[src/rtl/plba_ram.sv]
`timescale 1ns / 1ps
// ----------------------------------------------------------------------------
// plba_ram
// Generic single write, single read RAM with registered read data.
// ----------------------------------------------------------------------------
module plba_ram #(
    parameter int WIDTH = 32,
    parameter int DEPTH = 64
) (
    input  logic                     clk,
    input  logic                     wr_en,
    input  logic [$clog2(DEPTH)-1:0] wr_addr,
    input  logic [WIDTH-1:0]         wr_data,
    input  logic                     rd_en,
    input  logic [$clog2(DEPTH)-1:0] rd_addr,
    output logic [WIDTH-1:0]         rd_data
);

    logic [WIDTH-1:0] mem_reg [DEPTH];
    logic [WIDTH-1:0] rd_data_reg;

    always_ff @(posedge clk)
    begin
        if (wr_en)
        begin
            mem_reg[wr_addr] <= wr_data;
        end
        if (rd_en)
        begin
            rd_data_reg <= mem_reg[rd_addr];
        end
    end

    assign rd_data = rd_data_reg;

endmodule

[config.mk]
export PLATFORM = sky130hd
export DESIGN_NAME = plba_ram
export DESIGN_NICKNAME = d
export VERILOG_FILES = /design/src/rtl/plba_ram.sv
export SDC_FILE = /design/constraint.sdc
export NUM_CORES = 2
export LEC_CHECK = 0
export ABC_AREA = 1
export BUFFER_PORTS_ARGS = -buffer_cell sky130_fd_sc_hd__buf_2
export CAP_MARGIN = 20
export CELL_PAD_IN_SITES_DETAIL_PLACEMENT = 0
export CELL_PAD_IN_SITES_GLOBAL_PLACEMENT = 2
export CORE_MARGIN = 1.5
export CORE_UTILIZATION = 40
export CTS_CLUSTER_DIAMETER = 150
export CTS_CLUSTER_SIZE = 30
export DETAILED_ROUTE_END_ITERATION = 10
export PLACE_DENSITY = 0.7
export SYNTH_ARGS = -nofsm -noshare
export SYNTH_HDL_FRONTEND = slang
export SYNTH_SLANG_ARGS = --single-unit
[constraint.sdc]
create_clock -name clk -period 4.5 [get_ports clk]
set_input_delay 0 -clock clk [delete_from_list [all_inputs] [get_ports clk]]
set_output_delay 0 -clock clk [all_outputs]
set_load 0.05 [all_outputs]
Word level (Yosys, flattened, before mapping)
Memories as Yosys holds them, arrays and structs flattened. A register that Yosys moved wholly into a read port is not among the register bits.
Index checks and enable logic that the tools add are counted.
- memories: 1
- memory bits (writable): 2048
- input bits: 47
- logic and storage cells: 3
- flip-flop bits (word level): 0
- output and inout bits: 32
- memories (name ; words ; width ; rd ports ; clocked after memory_dff ; wr ports ; RTL line ; RTL):
    mem_reg ; 64 ; 32 ; 1 ; 1 ; 1 ; 19 ; logic [WIDTH-1:0] mem_reg [DEPTH];
- muxes and demuxes: 2
- operator list (cell ; count):
    1-bit 2-to-1 mux ; 2

Depth between registers and ports, before layout
- depth after elaboration: 2
- mapped depth: 13

Least setup slack after synthesis
Ideal clock, no wire load.
- path kind: in2reg
- start: in wr_en
- end: mem mem_reg[48][0], enable pin
- setup slack: 0.370 ns
- stages on the path: 3
- data required time: 3.998 ns
- data arrival time: 3.628 ns
- buffers on the path: 1
- path through: clkbuf_1 -> nand4_1 -> nor4_1
- word-level cells in the longest chain between the ends: 2
- RTL lines (item ; RTL line ; RTL):
    start, declared ; 11 ; input logic wr_en,
    1-bit 2-to-1 mux ; 24 ; if (wr_en)
    1-bit 2-to-1 mux (implied by the code) ; 26 ; mem_reg[wr_addr] <= wr_data;
    end, declared ; 19 ;
No other way between the ends.

==> impl_metrics.toml <==
[global_routing]
grt_usage_pct = 24.93
grt_max_degree = 160
grt_pass1_vias = 49160
grt-ovfl-total = 0
grt_pass1_wl_mm = 377.7
antenna_found_initial = 13

[synth]
synthTopCellsByCount = "nand2_1 (2248), edfxtp_1 (2080), nand3_1 (1907)"
yosys.area_share.adder_pct = 0
netlist_top_cells_area = "edfxtp_1 (75%), nand3_1 (11%), nand2_1 (10%)"
synth_top_area_cell = "edfxtp_1"
synth_edf_count = 2080
synth.area.mux_share_pct = 0
synth-main-ff-cell = "edfxtp_1"
avgSynthCellArea_um2 = 12.27
synthSimpleGateAreaFrac_pct = 22.03
synth_top_family_by_area = "simple AND/OR/NAND/NOR gates"
async_reset_ff_share_pct = 0
yosysTopAreaCellShare_pct = 75.20
syn_area_mm2 = 0.08306
ys_types = 15
ys_ff_latch = 2080
synth_cells = 6769
yosys_warnings = 0
yosysMostFrequentCell = "nand2_1"
synth_xor_area_share_pct = 0
synth_compound_area_share_pct = 0
syn-num-nets = 6816
seq_area_frac_synth_pct = 75.20

[pwr]
combPwrFrac_pct = 8.2
irDropWorstVdd_mv = 0.2894
power_switching_mw = 8.165
power.density_mw_per_mm2 = 375.4
clock_power_share_pct = 27.7
internal_power_mw = 25.46
p_seq_share_pct = 64.1
p_sw_share_pct = 24.28
p_leak_nw = 30.58

[floorplanning]
die_area_mm2 = 0.2104
rows = 167
fp.dieW_um = 458.7
core_mm2 = 0.2067
io_pins = 79
start_util_pct = 40.19
die_h_um = 458.7

[route]
viasPerCell = 5.559
first_pass_iters = 6
drc = 0
drt-total-wl_mm = 265.3
route.vias.total = 52400
post_drt_wl_per_cell_um = 28.15
antenna_left = 0
first_iter_violations = 5549

[worst_hold_path]
hp-class = "in2reg"
hold_path_end = "rd_data[3]"
worstHoldPathCells = 7
worstHoldStart = "rd_addr[2]"

[sta]
hold_viol_final = 0
drv_slew = 0
fin_crit_sh_pct = 61.10
setup_violations = 0
min_period_ns = 2.749
relSlewSlack_pct = 26.68
rsz0062_at_grt = "false"
worst_clock_skew_ns = 0.05941
fin_tns_setup_ns = 0
worstMarginPinSlew_ns = 1.100
timing.fmax_ghz = 0.3637

[worst_setup_path]
r2r_slack_ns = 2.47
regToRegStartpoint = "mem_reg[7][3]"
reg2regPathDepth = 8
crit_path_end_kind = "flop"
worstReg2RegEnd = "rd_data[3]"
worstSetupStartpointType = "input pin"
critPathKind = "in2reg"
cp.required_ns = 5.02
worstPathMaxFanout = 34
cp.arrival_ns = 3.27

[clock_tree]
clkTransAtPathRegs_ns = 0.12
cts-root-buf = "clkbuf_16"
h-tree-depth = 3
postCtsSetupRepairBufs = 0
clk_path_buf_depth = 3
cts_made_buffers = 80
cts_tree = "built"
clock_latency_ns = 0.78
clkSinkCount = 2080

[job]
drv_cap = 0

[finish]
drive_gt1_share_pct = 6.313
largest_reg_flops = 2048
final_cell_area_mm2 = 0.08956
num-nets-final = 6756
syn_to_final_growth_pct = 7.833

[place]
dp_hpwl_mm = 148.1
placed_area_mm2 = 0.08699
numPortBuffers = 78
gp_congestion = 0.8076

[run_status]
status = "finished, final reports clean"
critical path: stages:
cell and delay (ns):
dlygate4sd3_1 0.54, buf_4 0.42, clkinv_2 0.78, buf_4 0.55, nand3_1 0.41, nand2_1 0.13
nand2_1 0.27, nand2_1 0.08
layout make-up:
| cell class | instances | area [um^2] |
|---|---|---|
| Clock buffer | 83 | 2077 |
| Antenna cell | 5 | 12.51 |
| Clock inverter | 6 | 78.83 |
| Tap cell | 2704 | 3383 |
| Fill cell | 18960 | 117100 |
| Timing Repair Buffer | 307 | 2701 |
| Inverter | 12 | 82.58 |
| Multi-Input combinational cell | 4228 | 18770 |
| Sequential cell | 2080 | 62460 |
worst max path at each step:
stage          startpoint        endpoint  slack, ns
2_1_floorplan       wr_en  mem_reg[48][0]       0.37
3_3_place_gp   rd_addr[1]     rd_data[30]       1.49
3_5_place_dp   rd_addr[1]     rd_data[30]       1.49
4_1_cts        rd_addr[4]     rd_data[26]       1.81
5_1_grt        rd_addr[4]     rd_data[26]       1.72
6_report       rd_addr[4]     rd_data[26]       1.75
logic make-up (layout without fill, tap and decap cells):
| family | after synthesis | after routing |
|---|---|---|
| buffers and inverters | 461 | 408 |
| DFF | 2080 | 2080 |
| other | 0 | 5 |
| and+or+nand+nor | 4228 | 4228 |
power groups by stage:
stage / registers (mW) / clock network [mW] / logic [mW]
finish: 21.5 / 9.32 / 2.76
global route: 21.6 / 10.1 / 2.97
CTS: 21.6 / 9.54 / 2.79
detailed placement: 22.0 / 0 / 2.76
global placement: 22.0 / 0 / 2.74
floorplan: 22.0 / 0 / 1.32
cells in the final DEF, fill, tap and decap left out, drive strengths merged:
cell / Yosys / final
nand2: 2248 / 2248
edfxtp: 2080 / 2080
nand3: 1907 / 1907
buf: 372 / 266
clkbuf: 77 / 83
nor2: 56 / 56
dlygate4sd3: 0 / 41
inv: 12 / 17
nand4: 9 / 9
nor4: 8 / 8
diode: 0 / 5
clkinv: 0 / 1
layer usage:
metal  up-vias  share of wire (%)  GRT usage [%]
met3       210                4.7          2.197
met5         -             0.0049              0
met4         2                2.4          6.338
met2      1400                 48          40.77
met1     26960                 45          35.90
li1      23820                  -              -
metrics by stage:
stage	power, mW	hold WS (ns)	setup WS, ns	utilization (%)	std cells
after floorplan	23.35	0.09887	0.3700	-	6769
after global placement	24.74	0.5680	1.489	42.06	9287
after detailed placement	24.75	0.5776	1.487	42.09	9290
after CTS	33.89	0.09852	1.810	43.33	9420
after global routing	34.59	0.1871	1.721	43.34	9423
final	33.62	0.1400	1.751	43.34	9425
timing repair:
action / CTS / global route
gates resized for setup: 0 / 0
hold buffers: 41 / 0
endpoints found under the hold margin: 1634 / 0
(Power assumes the default switching activity.)
