File: config.mk
export PLATFORM = sky130hd
export DESIGN_NAME = plba_alu
export DESIGN_NICKNAME = d
export VERILOG_FILES = /design/src/rtl/plba_pkg.sv /design/src/rtl/plba_alu.sv
export SDC_FILE = /design/constraint.sdc
export NUM_CORES = 1
export LEC_CHECK = 0
export BUFFER_PORTS_ARGS = -buffer_cell sky130_fd_sc_hd__buf_2
export CORE_ASPECT_RATIO = 0.8
export CORE_UTILIZATION = 53
export DETAILED_ROUTE_END_ITERATION = 8
export MAX_ROUTING_LAYER = met4
export PLACE_DENSITY = 0.86
export SYNTH_ARGS = -nofsm -noshare
export SYNTH_HDL_FRONTEND = slang
export SYNTH_SLANG_ARGS = --single-unit
File: constraint.sdc
create_clock -name vclk -period 11.33
set_input_delay 2.266 -clock vclk [all_inputs]
set_output_delay 2.266 -clock vclk [all_outputs]
set_load 0.03 [all_outputs]
File: src/rtl/plba_pkg.sv
`timescale 1ns / 1ps
// ----------------------------------------------------------------------------
// plba_pkg
// Shared types and constants for the price level book aggregator.
// ----------------------------------------------------------------------------
package plba_pkg;

    localparam int DATA_W          = 32;
    localparam int MASK_W          = 8;
    localparam int EXCH_W          = 3;
    localparam int EXCH_COUNT      = 8;
    localparam int TABLE_DEPTH_DEF = 64;

    localparam logic [MASK_W-1:0] MASK_RESET = '1;

    localparam logic OP_ADD  = 1'b0;
    localparam logic OP_EMIT = 1'b1;

    // one table row: price plus both side sums
    typedef struct packed {
        logic [DATA_W-1:0] price;
        logic [DATA_W-1:0] bid;
        logic [DATA_W-1:0] ask;
    } entry_t;

    localparam int ENTRY_W = $bits(entry_t);

    typedef struct packed {
        logic lt;
        logic eq;
    } alu_flags_t;

    typedef enum logic [3:0] {
        ST_IDLE,
        ST_LO,
        ST_HI,
        ST_SRCH_RD,
        ST_SRCH_CMP,
        ST_UPD,
        ST_SHF_RD,
        ST_SHF_WR,
        ST_INS,
        ST_EM_START,
        ST_EM_RD,
        ST_EM_OUT
    } state_t;

endpackage

File: src/rtl/plba_alu.sv
`timescale 1ns / 1ps
// ----------------------------------------------------------------------------
// plba_alu
// Shared 32-bit add / subtract unit with unsigned compare flags.
// ----------------------------------------------------------------------------
module plba_alu
    import plba_pkg::*;
(
    input  logic [DATA_W-1:0] a,
    input  logic [DATA_W-1:0] b,
    input  logic              sub,
    output logic [DATA_W-1:0] result,
    output alu_flags_t        flags
);

    logic [DATA_W:0]   sum;
    logic [DATA_W-1:0] b_op;

    assign b_op = sub ? ~b : b;
    assign sum  = {1'b0, a} + {1'b0, b_op} + {{DATA_W{1'b0}}, sub};

    assign result   = sum[DATA_W-1:0];
    // borrow out of a - b means a < b
    assign flags.lt = sub & ~sum[DATA_W];
    assign flags.eq = (a == b);

endmodule

### After elaboration in Yosys (flattened, before gate mapping)

Index checks and enable logic that the tools add are counted.
Widths: inputs -> output; s select.

| cells by class | value |
|---|---|
| $add $sub $neg | 2 |
| multiply operators | 0 |
| divide/modulo/power cells | 0 |
| magnitude comparators | 0 |
| equal/unequal tests | 1 |
| shift-type cells | 0 |
| mux-type cells | 1 |
| bitwise operators | 3 |
| reduce and logical (&&, ||, !) cells | 0 |

Operator list:

| cell | count |
|---|---|
| $add 32x32->33 | 1 |
| $add 33x1->33 | 1 |
| $eq 32x32->1 | 1 |
| $mux 32 | 1 |
| $not 32->32 | 1 |
| $and 1x1->1 | 1 |
| $not 1->1 | 1 |

| storage, ports and cells | value |
|---|---|
| register bits after elaboration | 0 |
| bits in latches | 0 |
| bits in writable memories | 0 |
| memory bits (read-only) | 0 |
| input port bits | 65 |
| word-level logic and storage cells | 7 |
| memories kept | 0 |

### Logic depth before layout (Yosys ltp)

Gate-level depths: netlist of the first run.

| logic depth | value |
|---|---|
| depth in word-level cells | 6 |
| mapped depth | 12 |
| mapped depth without buffers | 10 |

### Least setup slack after synthesis of the first run

OpenSTA, ideal clock, no wires.

| path | value |
|---|---|
| path kind | input -> output |
| from | input sub |
| to | output result[27] |
| arrival time | 4,900 ps |
| data required time | 9,064 ps |
| slack | 4,164 ps |
| cell stages on the path | 11 |
| cells stage by stage | buf_6 -> clkbuf_1 -> xor2_1 -> ha_1 -> a21o_1 -> a21oi_2 -> a2bb2oi_1 -> a21boi_1 -> o31a_1 -> and3_4 -> a211oi_2 |

| between the ends | value |
|---|---|
| longest elaborated chain between the ends | 3 |

RTL lines:

| element | line | text |
|---|---|---|
| start, declared | plba_alu.sv:11 | `input logic sub,` |
| $mux 32 | plba_alu.sv:19 | `assign b_op = sub ? ~b : b;` |
| $add 32x32->33 | plba_alu.sv:20 | `assign sum = {1'b0, a} + {1'b0, b_op} + {{DATA_W{1'b0}}, sub};` |
| $add 33x1->33 (*) | plba_alu.sv:20 |  |
| end, declared | plba_alu.sv:12 | `output logic [DATA_W-1:0] result,` |

Every way passes the cells marked *; elsewhere a longest branch is shown, timed or not.

### Worst setup path after layout of the first run

| path | value |
|---|---|
| from | input sub |
| to | output result[30] |

The elaborated chain is that of the path after synthesis.

==> run_results.csv, run 1 <==
group,metric,value,unit
job,cap_violations,0,
timing,slew_violations,0,
worst_setup_path,cpPeakStageDelay,700,ps
timing,final.period_utilization,67.5,%
global_route,grt_max_degree,34,
status,status,"finished clean",
layout,clockBufferCount,0,
worst_setup_path,crit_buf_inv,3,
worst_setup_path,required,9060,ps
placed_design,dp_hpwl,6410,um
worst_setup_path,crit_fanout,33,
layout,final_cell_count_no_fill,489,
route,initialDrtViolationCount,254,
route,via_count,2951,
global_route,grt_pass1_wl,12200,um
die,fp.dieH,64.1,um
layout,syn_to_final_growth,19.1,%
worst_setup_path,cp_cell_sequence,"buf_2, xor2_1, inv_1, fa_1, and2b_1, o21bai_1, a21oi_1, o31ai_2, a31oi_2, a41oi_2, xnor2_1, buf_2",
worst_setup_path,cp_data_arrival_time,5380,ps
layout,drive_above_1_share,26.1,%
global_route,grt_pass1_vias,2626,
timing,max_freq,0.131,GHz
placed_design,place_ws,3720,ps
placed_design,dp_cells,489,
power_and_ir_drop,power_density,109,nW/um2
synthesis,synth_top_area_share,25.1,%
placed_design,dpl_cell_area,3040,um2
route,routed_wl,7600,um
timing,final.min_clock_period,7650,ps
global_route,antenna_found_initial,0,
layout,n_antenna_cell,0,
die,die_w,79.6,um
clock_network,post_cts_buffers,0,
synthesis,ys_warn_count,0,
timing,rsz0062_at_grt,"false",
worst_setup_path,cp_common_cell,"buf_2",
layout,final_cell_mix,"buf_2 (99), xor2_1 (73), ha_1 (31)",
die,core_area,4600,um2
placed_design,place.gp.congestion,0.983,
worst_setup_path,worst_setup_path_start_kind,"primary input",
layout,nets,528,
worst_hold_path,holdPathEnd,"result[0]",
die,rows,22,
route,first_pass_iters,5,
layout,final_common_cell,"buf_2",
synthesis,synth_area,2550,um2
timing,hold_viol,0,
global_route,grt_use_total,30.5,%
worst_hold_path,min_from,"a[0]",
die,die_area,5100,um2
worst_hold_path,hold_path.class,"in2out",
layout,fin_area,3040,um2
synthesis,synth_top_cell_by_area,"xor2_1",
worst_setup_path,cp_top_family,"compound AO/OA/AOI/OAI gates",
worst_setup_path,crit_type,"in2out",
timing,setup_slack,3680,ps
route,ant_nets,0,
route,drc_errors,0,
timing,tightest_slew,932,ps
global_route,overflow,0,
synthesis,ys_seq_area_share,0,%
synthesis,synth_nets,444,
route,via_per_inst,6.03,
route,post_drt_wl_per_cell,15.5,um
synthesis,postSynthAreaPerCell,7.35,um2
die,ios,99,
placed_design,port_buffers,99,
clock_network,postCtsResizedCells,0,
die,start_util,55.5,%
worst_setup_path,crit_path_top_delay_cell,"buf_2",
power_and_ir_drop,leakage,1.53,nW
timing,holdWs,4900,ps
layout,final-seq-area,0,um2
timing,finalSetupViolCount,0,
timing,fin_tns_setup,0,ps
synthesis,syn_inst,347,
synthesis,yosys-top-cells-area,"xor2_1 (25%), ha_1 (15%), xnor2_1 (6.2%)",
layout,fin_util,66.1,%
layout,seq_cell_count,0,
timing,max-slew-margin-rel,37.9,%
power_and_ir_drop,p_total,331,uW
clock_network,postCtsHoldBufs,0,
worst_setup_path,end_kind,"primary output",
synthesis,synth_cell_types,55,
power_and_ir_drop,ir_worst_vdd,0.0685,mV
worst_hold_path,whs_path_depth,3,
worst max path at each step:
stage,start,to,cells past startpoint
final,sub,result[30],12
after global routing,sub,result[26],12
after CTS,sub,result[30],12
after detailed placement,sub,result[30],12
after global placement,sub,result[30],12
after floorplan,sub,result[27],11
synth_stat cells (2+ instances only):
cell type	number
a21oi_2	2
o21ai_0	14
o21ai_1	4
a211o_1	2
a211oi_2	2
nor3_1	2
o21a_1	4
nor4_1	9
buf_2	5
a31oi_1	3
and3_1	2
nand2b_1	3
a21o_1	17
a41oi_2	2
nor2_1	22
o31a_1	2
nor2b_1	2
nand2_1	26
clkbuf_1	9
a21oi_1	27
a211oi_1	2
o211ai_1	3
nand4_1	8
o31ai_1	2
a21boi_1	2
o21bai_1	7
nand3_1	9
inv_1	9
ha_1	31
xor2_1	73
xnor2_1	18
power breakdown:
part	switching, mW	internal [mW]
Sequential	0	0
Clock	0	0
Combinational	0.215	0.116
metal layers:
metal  vias up  track usage, %  wire length [um]
met3        16            3.14               734
met4         0            5.00               128
li1       1422               -                 -
met1      1347            42.0              3440
met2       166            48.4              3300
met5         -               -                 0
worst min-delay path, cell delays in order:
cell	delay (ps)
buf_2	110
xor2_1	80
buf_2	180
cell type report:
class / instances / area (um2)
inverters: 9 / 33.8
well taps: 60 / 75.1
fillers: 404 / 1560
repair buffers: 99 / 495
multi-input cells: 321 / 2430
logic make-up (layout without fill, tap and decap cells):
kind of cell    count (synthesis)  count (layout)  share of synthesized area, %
fa+ha+maj                      32              32                          16.0
compound gates                109             109                          30.9
buf+inv                        26             108                          4.56
mux                             1               1                         0.539
simple gates                   88              88                          16.8
xor+xnor                       91              91                          31.2
(Power assumes the default switching activity.)
==> run 2: changes to the inputs <==
clock period = 7.55 ns   (was 11.33 ns; I/O delays follow)
==> run 2 against run 1 <==
Effect of this change: hold slack got worse by 1500 ps; die area did not move; sequential share of layout area did not move; final cell count did not move; critical path type unchanged; critical endpoint is now result[27]; largest cell class unchanged; largest power group unchanged.
==> run_results.csv, run 2 (synthesized netlist as in run 1, its figures left out) <==
group,metric,value,unit
status,status,"finished clean",
timing,max-slew-margin-rel,37.4,%
die,rows,22,
worst_setup_path,crit_type,"in2out",
timing,tightest_slew,939,ps
timing,finalSetupViolCount,0,
job,cap_violations,0,
global_route,grt_max_degree,34,
route,via_count,2959,
clock_network,post_cts_buffers,0,
timing,holdWs,3390,ps
global_route,grt_use_total,28.9,%
layout,final-seq-area,0,um2
global_route,overflow,0,
timing,max_freq,0.163,GHz
worst_setup_path,cp_common_cell,"buf_2",
worst_setup_path,cp_data_arrival_time,4620,ps
layout,n_antenna_cell,0,
worst_setup_path,crit_fanout,33,
power_and_ir_drop,p_total,496,uW
layout,syn_to_final_growth,19.1,%
layout,final_cell_count_no_fill,489,
timing,slew_violations,0,
route,first_pass_iters,5,
worst_setup_path,endpoint,"result[27]",
global_route,grt_pass1_wl,11500,um
timing,fin_tns_setup,0,ps
worst_setup_path,cpPeakStageDelay,710,ps
placed_design,dp_cells,489,
power_and_ir_drop,power_density,163,nW/um2
worst_setup_path,cp_cell_sequence,"buf_2, xor2_1, ha_1, a21o_1, a21oi_2, a2bb2oi_1, a21boi_1, o31a_1, and3_4, a211oi_2, buf_2",
route,post_drt_wl_per_cell,15.4,um
clock_network,postCtsHoldBufs,0,
placed_design,dpl_cell_area,3040,um2
placed_design,place.gp.congestion,0.982,
worst_hold_path,hold_path.class,"in2out",
timing,rsz0062_at_grt,"false",
clock_network,postCtsResizedCells,0,
worst_setup_path,path_depth,11,
layout,fin_util,66.1,%
timing,final.min_clock_period,6130,ps
power_and_ir_drop,leakage,1.53,nW
timing,setup_slack,1420,ps
die,start_util,55.5,%
layout,seq_cell_count,0,
worst_setup_path,startpoint,"sub",
global_route,antenna_found_initial,0,
layout,drive_above_1_share,26.1,%
route,ant_nets,0,
worst_setup_path,required,6040,ps
layout,clockBufferCount,0,
placed_design,dp_hpwl,6350,um
timing,final.period_utilization,81.1,%
global_route,grt_pass1_vias,2579,
power_and_ir_drop,ir_worst_vdd,0.0986,mV
worst_setup_path,worst_setup_path_start_kind,"primary input",
worst_setup_path,end_kind,"primary output",
timing,hold_viol,0,
layout,nets,528,
die,ios,99,
die,die_area,5100,um2
die,die_w,79.6,um
layout,final_cell_mix,"buf_2 (99), xor2_1 (73), ha_1 (31)",
worst_setup_path,cp_top_family,"compound AO/OA/AOI/OAI gates",
route,drc_errors,0,
placed_design,place_ws,1480,ps
die,core_area,4600,um2
die,fp.dieH,64.1,um
worst_setup_path,crit_buf_inv,2,
layout,final_common_cell,"buf_2",
route,initialDrtViolationCount,229,
route,via_per_inst,6.05,
route,routed_wl,7550,um
layout,fin_area,3040,um2
worst_setup_path,crit_path_top_delay_cell,"buf_2",
placed_design,port_buffers,99,
## run 2: cell counts in the layout (fill, tap and decap cells not counted)
Identical to the previous run, type by type.
## run 2: per-layer routing
metal,up-vias,share of wire (%),track usage (%)
li1,1423,-,-
met1,1338,45,40.7
met2,170,42,44.1
met3,28,9.1,1.14
met4,0,3.5,9.32
met5,-,0,-
## run 2: area by class of cell
class / count / area (um2)
Timing Repair Buffer: 99 / 495
Fill cell: 422 / 1560
Multi-Input combinational cell: 321 / 2430
Inverter: 9 / 33.8
Tap cell: 60 / 75.1
## run 2: how the worst min path moves through the flow
stage               startpoint   endpoint  slack, ps  cells after the start
detailed placement        a[0]  result[0]       3390                      3
CTS                       a[0]  result[0]       3390                      3
floorplan                 b[0]  result[0]       3200                      1
global route              a[0]  result[0]       3390                      3
finish                    a[0]  result[0]       3390                      3
global placement          a[0]  result[0]       3380                      3
## run 2: report_power, final
| group | switching [mW] | internal (mW) |
|---|---|---|
| Clock | 0 | 0 |
| Sequential | 0 | 0 |
| Combinational | 0.322 | 0.174 |
